### config.mk
export PLATFORM = sky130hd
export DESIGN_NAME = utf16_to_utf8_encoder_flat
export DESIGN_NICKNAME = d
export VERILOG_FILES = /design/src/hw/rtl/u16to8_pkg.sv /design/src/hw/rtl/u16to8_if.sv /design/src/hw/rtl/utf16_to_utf8_encoder.sv /design/src/hw/rtl/u16to8_front.sv /design/src/hw/rtl/u16to8_fifo.sv /design/src/hw/rtl/u16to8_back.sv /design/src/flat_wrapper.sv
export SDC_FILE = /design/constraint.sdc
export NUM_CORES = 1
export LEC_CHECK = 0
export BUFFER_PORTS_ARGS = -buffer_cell sky130_fd_sc_hd__buf_2
export CAP_MARGIN = 20
export CORE_ASPECT_RATIO = 0.75
export CORE_MARGIN = 4
export CORE_UTILIZATION = 35
export CTS_BUF_LIST = sky130_fd_sc_hd__clkbuf_16
export CTS_CLUSTER_SIZE = 40
export DETAILED_ROUTE_END_ITERATION = 10
export GPL_ROUTABILITY_DRIVEN = 0
export PLACE_DENSITY = 0.48
export SYNTH_ARGS = -nofsm -noshare
export SYNTH_HDL_FRONTEND = slang
export SYNTH_SLANG_ARGS = --single-unit
### constraint.sdc
create_clock -name clk -period 13.58 [get_ports clk]
set_clock_uncertainty 0.05 [all_clocks]
set_input_delay 2.716 -clock clk [delete_from_list [all_inputs] [get_ports clk]]
set_output_delay 2.716 -clock clk [all_outputs]
set_load 0.02 [all_outputs]
### src/hw/rtl/u16to8_pkg.sv
// ----------------------------------------------------------------------------
// u16to8_pkg
// Shared types and constants of the UTF-16 to UTF-8 encoder.
// ----------------------------------------------------------------------------
package u16to8_pkg;

  localparam int UNIT_W  = 16;
  localparam int BYTE_W  = 8;
  localparam int COUNT_W = 16;
  localparam int CAP_W   = 16;
  localparam int OFFS_W  = 11;

  // Reset value of the capacity register
  localparam logic [CAP_W-1:0] CAP_RESET = 16'd256;

  // Code unit classes
  localparam logic [UNIT_W-1:0] ONE_BYTE_LIMIT = 16'h0080;
  localparam logic [UNIT_W-1:0] TWO_BYTE_LIMIT = 16'h0800;
  localparam logic [4:0]        SURR_TAG       = 5'b11011;  // D800..DFFF

  // Surrogate join arithmetic (32-bit wrap)
  localparam logic [31:0] LOW_SURR_BASE = 32'h0000_DC00;
  localparam logic [31:0] SUPP_BASE     = 32'h0001_0000;

  // UTF-8 byte prefixes
  localparam logic [BYTE_W-1:0] PFX_FOUR = 8'hF0;
  localparam logic [BYTE_W-1:0] PFX_THREE = 8'hE0;
  localparam logic [BYTE_W-1:0] PFX_TWO  = 8'hC0;
  localparam logic [BYTE_W-1:0] PFX_CONT = 8'h80;
  localparam logic [BYTE_W-1:0] TERM_BYTE = 8'h00;

  // One queued run of bytes caused by one code unit
  typedef struct packed {
    logic [1:0]                   last_idx;   // number of bytes minus one
    logic [3:0][BYTE_W-1:0]       bytes;      // index 0 goes out first
    logic                         string_end;
    logic [COUNT_W-1:0]           byte_count;
  } u16to8_entry_t;

endpackage

### src/hw/rtl/u16to8_if.sv
// ----------------------------------------------------------------------------
// u16to8 interfaces
// Valid/ready channels for code units, output bytes and the capacity write.
// ----------------------------------------------------------------------------
interface u16to8_unit_if import u16to8_pkg::*; ();
  logic              valid;
  logic              ready;
  logic [UNIT_W-1:0] code_unit;
  modport source (output valid, output code_unit, input ready);
  modport sink   (input valid, input code_unit, output ready);
endinterface

interface u16to8_byte_if import u16to8_pkg::*; ();
  logic               valid;
  logic               ready;
  logic [BYTE_W-1:0]  out_byte;
  logic               run_last;
  logic               string_end;
  logic [COUNT_W-1:0] byte_count;
  modport source (output valid, output out_byte, output run_last,
                  output string_end, output byte_count, input ready);
  modport sink   (input valid, input out_byte, input run_last,
                  input string_end, input byte_count, output ready);
endinterface

interface u16to8_cfg_if import u16to8_pkg::*; ();
  logic             valid;
  logic             ready;
  logic [CAP_W-1:0] capacity;
  modport source (output valid, output capacity, input ready);
  modport sink   (input valid, input capacity, output ready);
endinterface

### src/hw/rtl/utf16_to_utf8_encoder.sv
// ----------------------------------------------------------------------------
// utf16_to_utf8_encoder
// Streaming UTF-16 to UTF-8 encoder with a capacity limit per string.
// ----------------------------------------------------------------------------
// Channels: in_if takes one UTF-16 code unit per item; a zero unit ends the
// string. out_if gives one UTF-8 byte per item, with run_last on the last
// byte of each unit and string_end plus byte_count on the terminator byte.
// cfg_if writes the capacity (bytes, terminator included); it is always
// ready and should be written only while the block is idle.
// Path: a unit's bytes are written to the run queue at acceptance, then
// loaded one by one into the output register once it is free.
// Throughput: the output gives one byte per cycle while the receiver is
// ready and the queue holds bytes; a run holds 1 to 4 bytes (4 for a
// surrogate pair). Units are taken every cycle while the queue has room,
// also those that make no byte; in_if.ready drops only when the run queue
// (QUEUE_DEPTH entries) is full.
// Reset: capacity returns to 256, string state, queue and output clear.
// Receiver stall: the output register holds its byte, the queue fills, and
// then the input side stalls.
// ----------------------------------------------------------------------------
module utf16_to_utf8_encoder import u16to8_pkg::*; #(
  parameter int QUEUE_DEPTH = 2
) (
  input  logic          clk,
  input  logic          rst_n,
  u16to8_unit_if.sink   in_if,
  u16to8_byte_if.source out_if,
  u16to8_cfg_if.sink    cfg_if
);

  logic          q_full, q_push, q_pop, q_not_empty;
  u16to8_entry_t q_in, q_head;

  u16to8_front u_front (
    .clk     (clk),
    .rst_n   (rst_n),
    .in_if   (in_if),
    .cfg_if  (cfg_if),
    .q_full  (q_full),
    .q_push  (q_push),
    .q_entry (q_in)
  );

  u16to8_fifo #(
    .DEPTH (QUEUE_DEPTH)
  ) u_fifo (
    .clk        (clk),
    .rst_n      (rst_n),
    .push       (q_push),
    .push_entry (q_in),
    .full       (q_full),
    .pop        (q_pop),
    .head       (q_head),
    .not_empty  (q_not_empty)
  );

  u16to8_back u_back (
    .clk        (clk),
    .rst_n      (rst_n),
    .head       (q_head),
    .head_valid (q_not_empty),
    .pop        (q_pop),
    .out_if     (out_if)
  );

endmodule

### src/hw/rtl/u16to8_front.sv
// ----------------------------------------------------------------------------
// u16to8_front
// Accepts code units, tracks string state and room, builds byte runs.
// ----------------------------------------------------------------------------
module u16to8_front import u16to8_pkg::*; (
  input  logic                 clk,
  input  logic                 rst_n,
  u16to8_unit_if.sink          in_if,
  u16to8_cfg_if.sink           cfg_if,
  input  logic                 q_full,
  output logic                 q_push,
  output u16to8_entry_t        q_entry
);

  logic [CAP_W-1:0]   capacity_r;
  logic [COUNT_W-1:0] written_count_r, written_count_nxt;
  logic               stopped_r, stopped_nxt;
  logic               lead_pending_r, lead_pending_nxt;
  logic [OFFS_W-1:0]  lead_offset_r, lead_offset_nxt;

  logic               accept;
  logic [UNIT_W-1:0]  c;
  logic [COUNT_W-1:0] room;
  logic [COUNT_W:0]   wc_ext;
  logic [COUNT_W:0]   room_ext;
  logic [31:0]        full;
  logic               produce;
  u16to8_entry_t      entry;

  assign in_if.ready  = !q_full;
  assign cfg_if.ready = 1'b1;
  assign accept       = in_if.valid && in_if.ready;
  assign c            = in_if.code_unit;

  // Room left for bytes, one byte kept for the terminator
  assign room     = (capacity_r == '0) ? '0 : capacity_r - 1'b1;
  assign wc_ext   = {1'b0, written_count_r};
  assign room_ext = {1'b0, room};

  // Surrogate join, 32-bit wrap
  assign full = (({21'b0, lead_offset_r} << 10) | ({16'b0, c} - LOW_SURR_BASE))
                + SUPP_BASE;

  // Classify unit and build the byte run
  always_comb begin
    written_count_nxt = written_count_r;
    stopped_nxt       = stopped_r;
    lead_pending_nxt  = lead_pending_r;
    lead_offset_nxt   = lead_offset_r;
    produce           = 1'b0;
    entry             = '0;

    if (c == '0) begin
      // terminator; a pending lead is dropped
      produce           = 1'b1;
      entry.last_idx    = 2'd0;
      entry.bytes[0]    = TERM_BYTE;
      entry.string_end  = 1'b1;
      entry.byte_count  = written_count_r;
      written_count_nxt = '0;
      stopped_nxt       = 1'b0;
      lead_pending_nxt  = 1'b0;
      lead_offset_nxt   = '0;
    end else if (lead_pending_r) begin
      // partner of a lead: room was kept already
      produce           = 1'b1;
      entry.last_idx    = 2'd3;
      entry.bytes[0]    = PFX_FOUR | full[25:18];
      entry.bytes[1]    = PFX_CONT | {2'b00, full[17:12]};
      entry.bytes[2]    = PFX_CONT | {2'b00, full[11:6]};
      entry.bytes[3]    = PFX_CONT | {2'b00, full[5:0]};
      written_count_nxt = written_count_r + 16'd4;
      lead_pending_nxt  = 1'b0;
      lead_offset_nxt   = '0;
    end else if (stopped_r || (written_count_r >= room)) begin
      stopped_nxt = 1'b1;
    end else if (c < ONE_BYTE_LIMIT) begin
      produce           = 1'b1;
      entry.last_idx    = 2'd0;
      entry.bytes[0]    = c[7:0];
      written_count_nxt = written_count_r + 16'd1;
    end else if (c < TWO_BYTE_LIMIT) begin
      if (wc_ext + 17'd2 > room_ext) begin
        stopped_nxt = 1'b1;
      end else begin
        produce           = 1'b1;
        entry.last_idx    = 2'd1;
        entry.bytes[0]    = PFX_TWO | {3'b000, c[10:6]};
        entry.bytes[1]    = PFX_CONT | {2'b00, c[5:0]};
        written_count_nxt = written_count_r + 16'd2;
      end
    end else if (c[15:11] == SURR_TAG) begin
      // lead held without validation; needs room for 4 bytes
      if (wc_ext + 17'd4 > room_ext) begin
        stopped_nxt = 1'b1;
      end else begin
        lead_pending_nxt = 1'b1;
        lead_offset_nxt  = c[10:0];
      end
    end else begin
      if (wc_ext + 17'd3 > room_ext) begin
        stopped_nxt = 1'b1;
      end else begin
        produce           = 1'b1;
        entry.last_idx    = 2'd2;
        entry.bytes[0]    = PFX_THREE | {4'b0000, c[15:12]};
        entry.bytes[1]    = PFX_CONT | {2'b00, c[11:6]};
        entry.bytes[2]    = PFX_CONT | {2'b00, c[5:0]};
        written_count_nxt = written_count_r + 16'd3;
      end
    end
  end

  assign q_push  = accept && produce;
  assign q_entry = entry;

  // String state and capacity register
  always_ff @(posedge clk) begin
    if (!rst_n) begin
      capacity_r      <= CAP_RESET;
      written_count_r <= '0;
      stopped_r       <= 1'b0;
      lead_pending_r  <= 1'b0;
      lead_offset_r   <= '0;
    end else begin
      if (cfg_if.valid && cfg_if.ready) begin
        capacity_r <= cfg_if.capacity;
      end
      if (accept) begin
        written_count_r <= written_count_nxt;
        stopped_r       <= stopped_nxt;
        lead_pending_r  <= lead_pending_nxt;
        lead_offset_r   <= lead_offset_nxt;
      end
    end
  end

endmodule

### src/hw/rtl/u16to8_fifo.sv
// ----------------------------------------------------------------------------
// u16to8_fifo
// Short queue of byte runs between the front and the back.
// ----------------------------------------------------------------------------
module u16to8_fifo import u16to8_pkg::*; #(
  parameter int DEPTH = 2
) (
  input  logic          clk,
  input  logic          rst_n,
  input  logic          push,
  input  u16to8_entry_t push_entry,
  output logic          full,
  input  logic          pop,
  output u16to8_entry_t head,
  output logic          not_empty
);

  localparam int PTR_W = (DEPTH > 1) ? $clog2(DEPTH) : 1;
  localparam int CNT_W = $clog2(DEPTH + 1);

  u16to8_entry_t      slots_r [DEPTH];
  logic [PTR_W-1:0]   wr_ptr_r, rd_ptr_r;
  logic [CNT_W-1:0]   count_r;
  logic               do_push, do_pop;

  assign full      = (count_r == CNT_W'(DEPTH));
  assign not_empty = (count_r != '0);
  assign head      = slots_r[rd_ptr_r];
  assign do_push   = push && !full;
  assign do_pop    = pop && not_empty;

  // Storage
  always_ff @(posedge clk) begin
    if (do_push) begin
      slots_r[wr_ptr_r] <= push_entry;
    end
  end

  // Pointers and fill count
  always_ff @(posedge clk) begin
    if (!rst_n) begin
      wr_ptr_r <= '0;
      rd_ptr_r <= '0;
      count_r  <= '0;
    end else begin
      if (do_push) begin
        wr_ptr_r <= (wr_ptr_r == PTR_W'(DEPTH - 1)) ? '0 : wr_ptr_r + 1'b1;
      end
      if (do_pop) begin
        rd_ptr_r <= (rd_ptr_r == PTR_W'(DEPTH - 1)) ? '0 : rd_ptr_r + 1'b1;
      end
      if (do_push && !do_pop) begin
        count_r <= count_r + 1'b1;
      end else if (do_pop && !do_push) begin
        count_r <= count_r - 1'b1;
      end
    end
  end

endmodule

### src/hw/rtl/u16to8_back.sv
// ----------------------------------------------------------------------------
// u16to8_back
// Sends queued runs out via an output register, one byte per cycle when ready.
// ----------------------------------------------------------------------------
module u16to8_back import u16to8_pkg::*; (
  input  logic          clk,
  input  logic          rst_n,
  input  u16to8_entry_t head,
  input  logic          head_valid,
  output logic          pop,
  u16to8_byte_if.source out_if
);

  logic [1:0]         idx_r;
  logic               out_valid_r;
  logic [BYTE_W-1:0]  out_byte_r;
  logic               run_last_r;
  logic               string_end_r;
  logic [COUNT_W-1:0] byte_count_r;
  logic               load;
  logic               at_last;

  assign load    = head_valid && (!out_valid_r || out_if.ready);
  assign at_last = (idx_r == head.last_idx);
  assign pop     = load && at_last;

  assign out_if.valid      = out_valid_r;
  assign out_if.out_byte   = out_byte_r;
  assign out_if.run_last   = run_last_r;
  assign out_if.string_end = string_end_r;
  assign out_if.byte_count = byte_count_r;

  // Byte index and output register
  always_ff @(posedge clk) begin
    if (!rst_n) begin
      idx_r       <= '0;
      out_valid_r <= 1'b0;
    end else begin
      if (load) begin
        out_valid_r <= 1'b1;
        idx_r       <= at_last ? 2'd0 : idx_r + 2'd1;
      end else if (out_if.ready) begin
        out_valid_r <= 1'b0;
      end
    end
  end

  always_ff @(posedge clk) begin
    if (load) begin
      out_byte_r   <= head.bytes[idx_r];
      run_last_r   <= at_last;
      string_end_r <= head.string_end;
      byte_count_r <= head.byte_count;
    end
  end

endmodule
### src/flat_wrapper.sv
// flat-port wrapper written by rule: the top's interface ports become plain ports
module utf16_to_utf8_encoder_flat import u16to8_pkg::*;
#(
  parameter int QUEUE_DEPTH = 2
)
  (clk, rst_n, in_if_valid, in_if_code_unit, in_if_ready, out_if_valid, out_if_out_byte, out_if_run_last, out_if_string_end, out_if_byte_count, out_if_ready, cfg_if_valid, cfg_if_capacity, cfg_if_ready);
  u16to8_unit_if in_if_i ();
  u16to8_byte_if out_if_i ();
  u16to8_cfg_if cfg_if_i ();
  input  logic clk;
  input  logic rst_n;
  input wire logic [$bits(in_if_i.valid)-1:0] in_if_valid;
  input wire logic [$bits(in_if_i.code_unit)-1:0] in_if_code_unit;
  output wire logic [$bits(in_if_i.ready)-1:0] in_if_ready;
  output wire logic [$bits(out_if_i.valid)-1:0] out_if_valid;
  output wire logic [$bits(out_if_i.out_byte)-1:0] out_if_out_byte;
  output wire logic [$bits(out_if_i.run_last)-1:0] out_if_run_last;
  output wire logic [$bits(out_if_i.string_end)-1:0] out_if_string_end;
  output wire logic [$bits(out_if_i.byte_count)-1:0] out_if_byte_count;
  input wire logic [$bits(out_if_i.ready)-1:0] out_if_ready;
  input wire logic [$bits(cfg_if_i.valid)-1:0] cfg_if_valid;
  input wire logic [$bits(cfg_if_i.capacity)-1:0] cfg_if_capacity;
  output wire logic [$bits(cfg_if_i.ready)-1:0] cfg_if_ready;
  assign in_if_i.valid = in_if_valid;
  assign in_if_i.code_unit = in_if_code_unit;
  assign in_if_ready = in_if_i.ready;
  assign out_if_valid = out_if_i.valid;
  assign out_if_out_byte = out_if_i.out_byte;
  assign out_if_run_last = out_if_i.run_last;
  assign out_if_string_end = out_if_i.string_end;
  assign out_if_byte_count = out_if_i.byte_count;
  assign out_if_i.ready = out_if_ready;
  assign cfg_if_i.valid = cfg_if_valid;
  assign cfg_if_i.capacity = cfg_if_capacity;
  assign cfg_if_ready = cfg_if_i.ready;
  utf16_to_utf8_encoder #(.QUEUE_DEPTH(QUEUE_DEPTH)) u_core (.clk(clk), .rst_n(rst_n), .in_if(in_if_i), .out_if(out_if_i), .cfg_if(cfg_if_i));
endmodule
==> results_dict.tcl <==
set metrics [dict create \
    vias_per_cell 5.46 \
    clockBufferDepth 2 \
    synth_top_area_share_pct 35.9 \
    seq_area_frac_synth_pct 46.5 \
    clkLatencyLatePin_ps 440 \
    clkSinkCount 173 \
    wirelength_um 28000 \
    endpoint_kind "flip-flop" \
    synth_nets 1059 \
    routedWlPerCell_um 20.1 \
    syn_area_sq_um 10000 \
    slew_headroom_pct 34.0 \
    r2r-end "u_core.u_fifo.slots_r[0][18]" \
    maxSlewViolCount 0 \
    synth_adder_area_share_pct 8.85 \
    whs_ps 431 \
    die_area_sq_um 31500 \
    synthTopCellsByArea "edfxtp_1 36%, dfxtp_1 11%, ha_1 8.8%" \
    worst-setup-path-type "flip-flop to flip-flop" \
    synth_top_family_by_area "simple AND/OR/NAND/NOR gates" \
    std_cell_rows 53 \
    synth_compound_area_share_pct 13.1 \
    yosys.area.top_type "edfxtp_1" \
    clk_transition_reported_paths_ps 70 \
    cts_max_level 4 \
    drt-pass1-iter-count 6 \
    hp-start "u_core.u_front.lead_offset_r[2]" \
    hpwl_um 20600 \
    max_freq_mhz 148 \
    grt_antenna_before_repair 1 \
    grtUsageTotal_pct 17.8 \
    yosys.area_share.simple_pct 15.1 \
    critPathRequiredTime_ps 13610 \
    yosysWarnings 0 \
    p_leak_nw 4.34 \
    area_delta_synth_final_pct 12.7 \
    synth_edf_count 120 \
    cts_tree "built" \
    synth_ff_type "edfxtp_1" \
    port_buffers 64 \
    synth.distinct_cells 70 \
    grt_overflow 0 \
    grt.met3_usage_pct 4.55 \
    critPathMaxFanout 31 \
    rsz0062_at_grt "false" \
    status "completed" \
    worst_pin_slew_ps 990 \
    setup_tns_ps 0 \
    hold_path_depth 1 \
    die_width_um 204 \
    syn_avg_cell_area_sq_um 10.6 \
    cts_made_buffers 17 \
    synth-seq-cells 173 \
    die_h_um 155 \
    hold_path_class "flip-flop to flip-flop" \
    arrival_ps 6780 \
    synthMuxAreaShare_pct 8.21 \
    synth_cells 951 \
    gr-usage-met2_pct 23.8 \
    grt_max_degree 36 \
    hold_buffers 0 \
    period_minus_slack_ps 6750 \
    ant_nets 0 \
    hold_end "u_core.u_front.lead_offset_r[2]" \
    drt_iter0_drc 663 \
    busiest_layer "met1" \
    drive_gt1_share_pct 16.8 \
    report.power.total_mw 1.72 \
    vias 7603 \
    finalSetupViolations 0 \
    grt_pass1_vias 7182 \
    drcViolationCount 0 \
    cts_setup_buffers 0 \
    boundaryPins 66 \
    async_flop_share_pct 0 \
    root_buffer "clkbuf_16" \
    post_cts_resize_count 0 \
    fin_util_pct 40.3 \
    regToRegStartpoint "u_core.u_front.written_count_r[2]" \
    final_nets 1102 \
    initial_core_util_pct 35.7 \
    r2r_cells 16 \
    cp-start-kind "flip-flop" \
    synth_xor_area_share_pct 5.32 \
    num-fill-cells 2782 \
    ir_worst_vdd_mv 0.0803 \
    fp.coreArea_sq_um 28100 \
    fin_crit_sh_pct 49.7 \
    r2r_setup_slack_ps 6830 \
    finalHoldViolCount 0 \
    grt_pass1_wl_um 43500 \
    max_cap_violations 0 \
    p_per_area_nw_per_um2 152 \
    use_met1_pct 28.5 \
]
==> critical path, cell delays in order, from the launching register on <==
cell      delay, ps
dfxtp_1         590
ha_1            470
nand4_1         220
nor2_1          450
nand3_1         400
or3_1           440
xnor2_1         140
ha_1            300
nand3_1         120
or3_1           430
nor4_1          220
a211oi_1        160
nor3_2          610
o311a_1         580
nor2_1          240
nor2_4          450
buf_4           480
==> state kept, by name, indices dropped and copies added, names as in the netlist, named ones only <==
| signal | count |
|---|---|
| u_core.u_back.idx_r | 2 |
| u_core.u_back.out_if.byte_count | 16 |
| u_core.u_back.out_if.out_byte | 8 |
| u_core.u_back.out_if.run_last | 1 |
| u_core.u_back.out_if.string_end | 1 |
| u_core.u_back.out_if.valid | 1 |
| u_core.u_fifo.count_r | 2 |
| u_core.u_fifo.rd_ptr_r | 1 |
| u_core.u_fifo.slots_r | 94 |
| u_core.u_fifo.wr_ptr_r | 1 |
| u_core.u_front.capacity_r | 16 |
| u_core.u_front.lead_offset_r | 11 |
| u_core.u_front.lead_pending_r | 1 |
| u_core.u_front.stopped_r | 1 |
| u_core.u_front.written_count_r | 16 |
==> layer usage <==
metal	share of wire (%)	up-vias
li1	-	3635
met3	7.9	29
met4	1.4	0
met2	40	305
met5	0	-
met1	51	3634
==> cell families after synthesis <==
logic type	Yosys count
and+or+nand+nor	311
AOI/OAI and AO/OA	198
DFF	173
buffers and inverters	73
adders and majority gates	71
muxes	63
xor gates and xnor gates	61
other	1
==> synth_stat cells, drive strengths merged, types with 10 or more instances <==
cell    count
nor2       76
nand3      26
a211oi     10
o211ai     10
or3        12
o21ai      44
o22ai      15
inv        19
a22o       15
ha         71
mux2       25
buf        14
dfxtp      53
mux2i      25
a21oi      43
nand2      89
nor3       27
clkbuf     40
nor4       10
and2       24
mux4       13
nand4      15
edfxtp    120
xnor2      39
xor2       22
==> worst max-delay path by stage <==
stage / start / to / slack [ps] / cells after the start
global placement: in_if_code_unit[13] / u_core.u_fifo.slots_r[0][34] / 6540 / 11
CTS: in_if_code_unit[13] / u_core.u_fifo.slots_r[0][40] / 6850 / 11
global route: u_core.u_front.written_count_r[2] / u_core.u_fifo.slots_r[0][40] / 6340 / 16
finish: u_core.u_front.written_count_r[2] / u_core.u_fifo.slots_r[0][18] / 6830 / 16
floorplan: in_if_code_unit[12] / u_core.u_fifo.slots_r[1][0] / 5130 / 9
detailed placement: in_if_code_unit[13] / u_core.u_fifo.slots_r[0][42] / 6390 / 11
==> cell type report <==
class	instances	area [sq um]	share of cell area (%)
Clock inverter	15	134	1.18
Inverter	19	71.3	0.630
Sequential cell	173	4670	41.2
Multi-Input combinational cell	705	5110	45.2
Timing Repair Buffer	78	425	3.76
Antenna cell	1	2.50	0.0221
Clock buffer	17	425	3.76
Tap cell	385	482	4.26
==> layout by cell type (no fill, tap or decap), types with 24 or more instances in the layout <==
cell      instances
mux2i_1          25
and2_1           24
nor2_1           71
o21ai_0          43
ha_1             71
nor3_1           26
buf_2            64
nand2_1          88
xnor2_1          39
edfxtp_1        120
nand3_1          25
mux2_2           25
a21oi_1          43
dfxtp_1          52
==> power by group <==
part	switching [mW]	leakage, nW	internal (mW)	total, mW
registers	0.0565	1.56	0.694	0.751
logic	0.305	2.50	0.187	0.492
clock network	0.218	0.282	0.256	0.474
total	0.579	4.34	1.14	1.72
==> through the flow <==
step | setup WS (ps) | cell area [sq um] | instances
finish | 6830 | 11300 | 1393
global route | 6340 | 11300 | 1393
CTS | 6850 | 11300 | 1392
detailed placement | 6390 | 10800 | 1360
global placement | 6540 | 10800 | 1360
floorplan | 5130 | 10000 | 951
(Power assumes the default switching activity.)
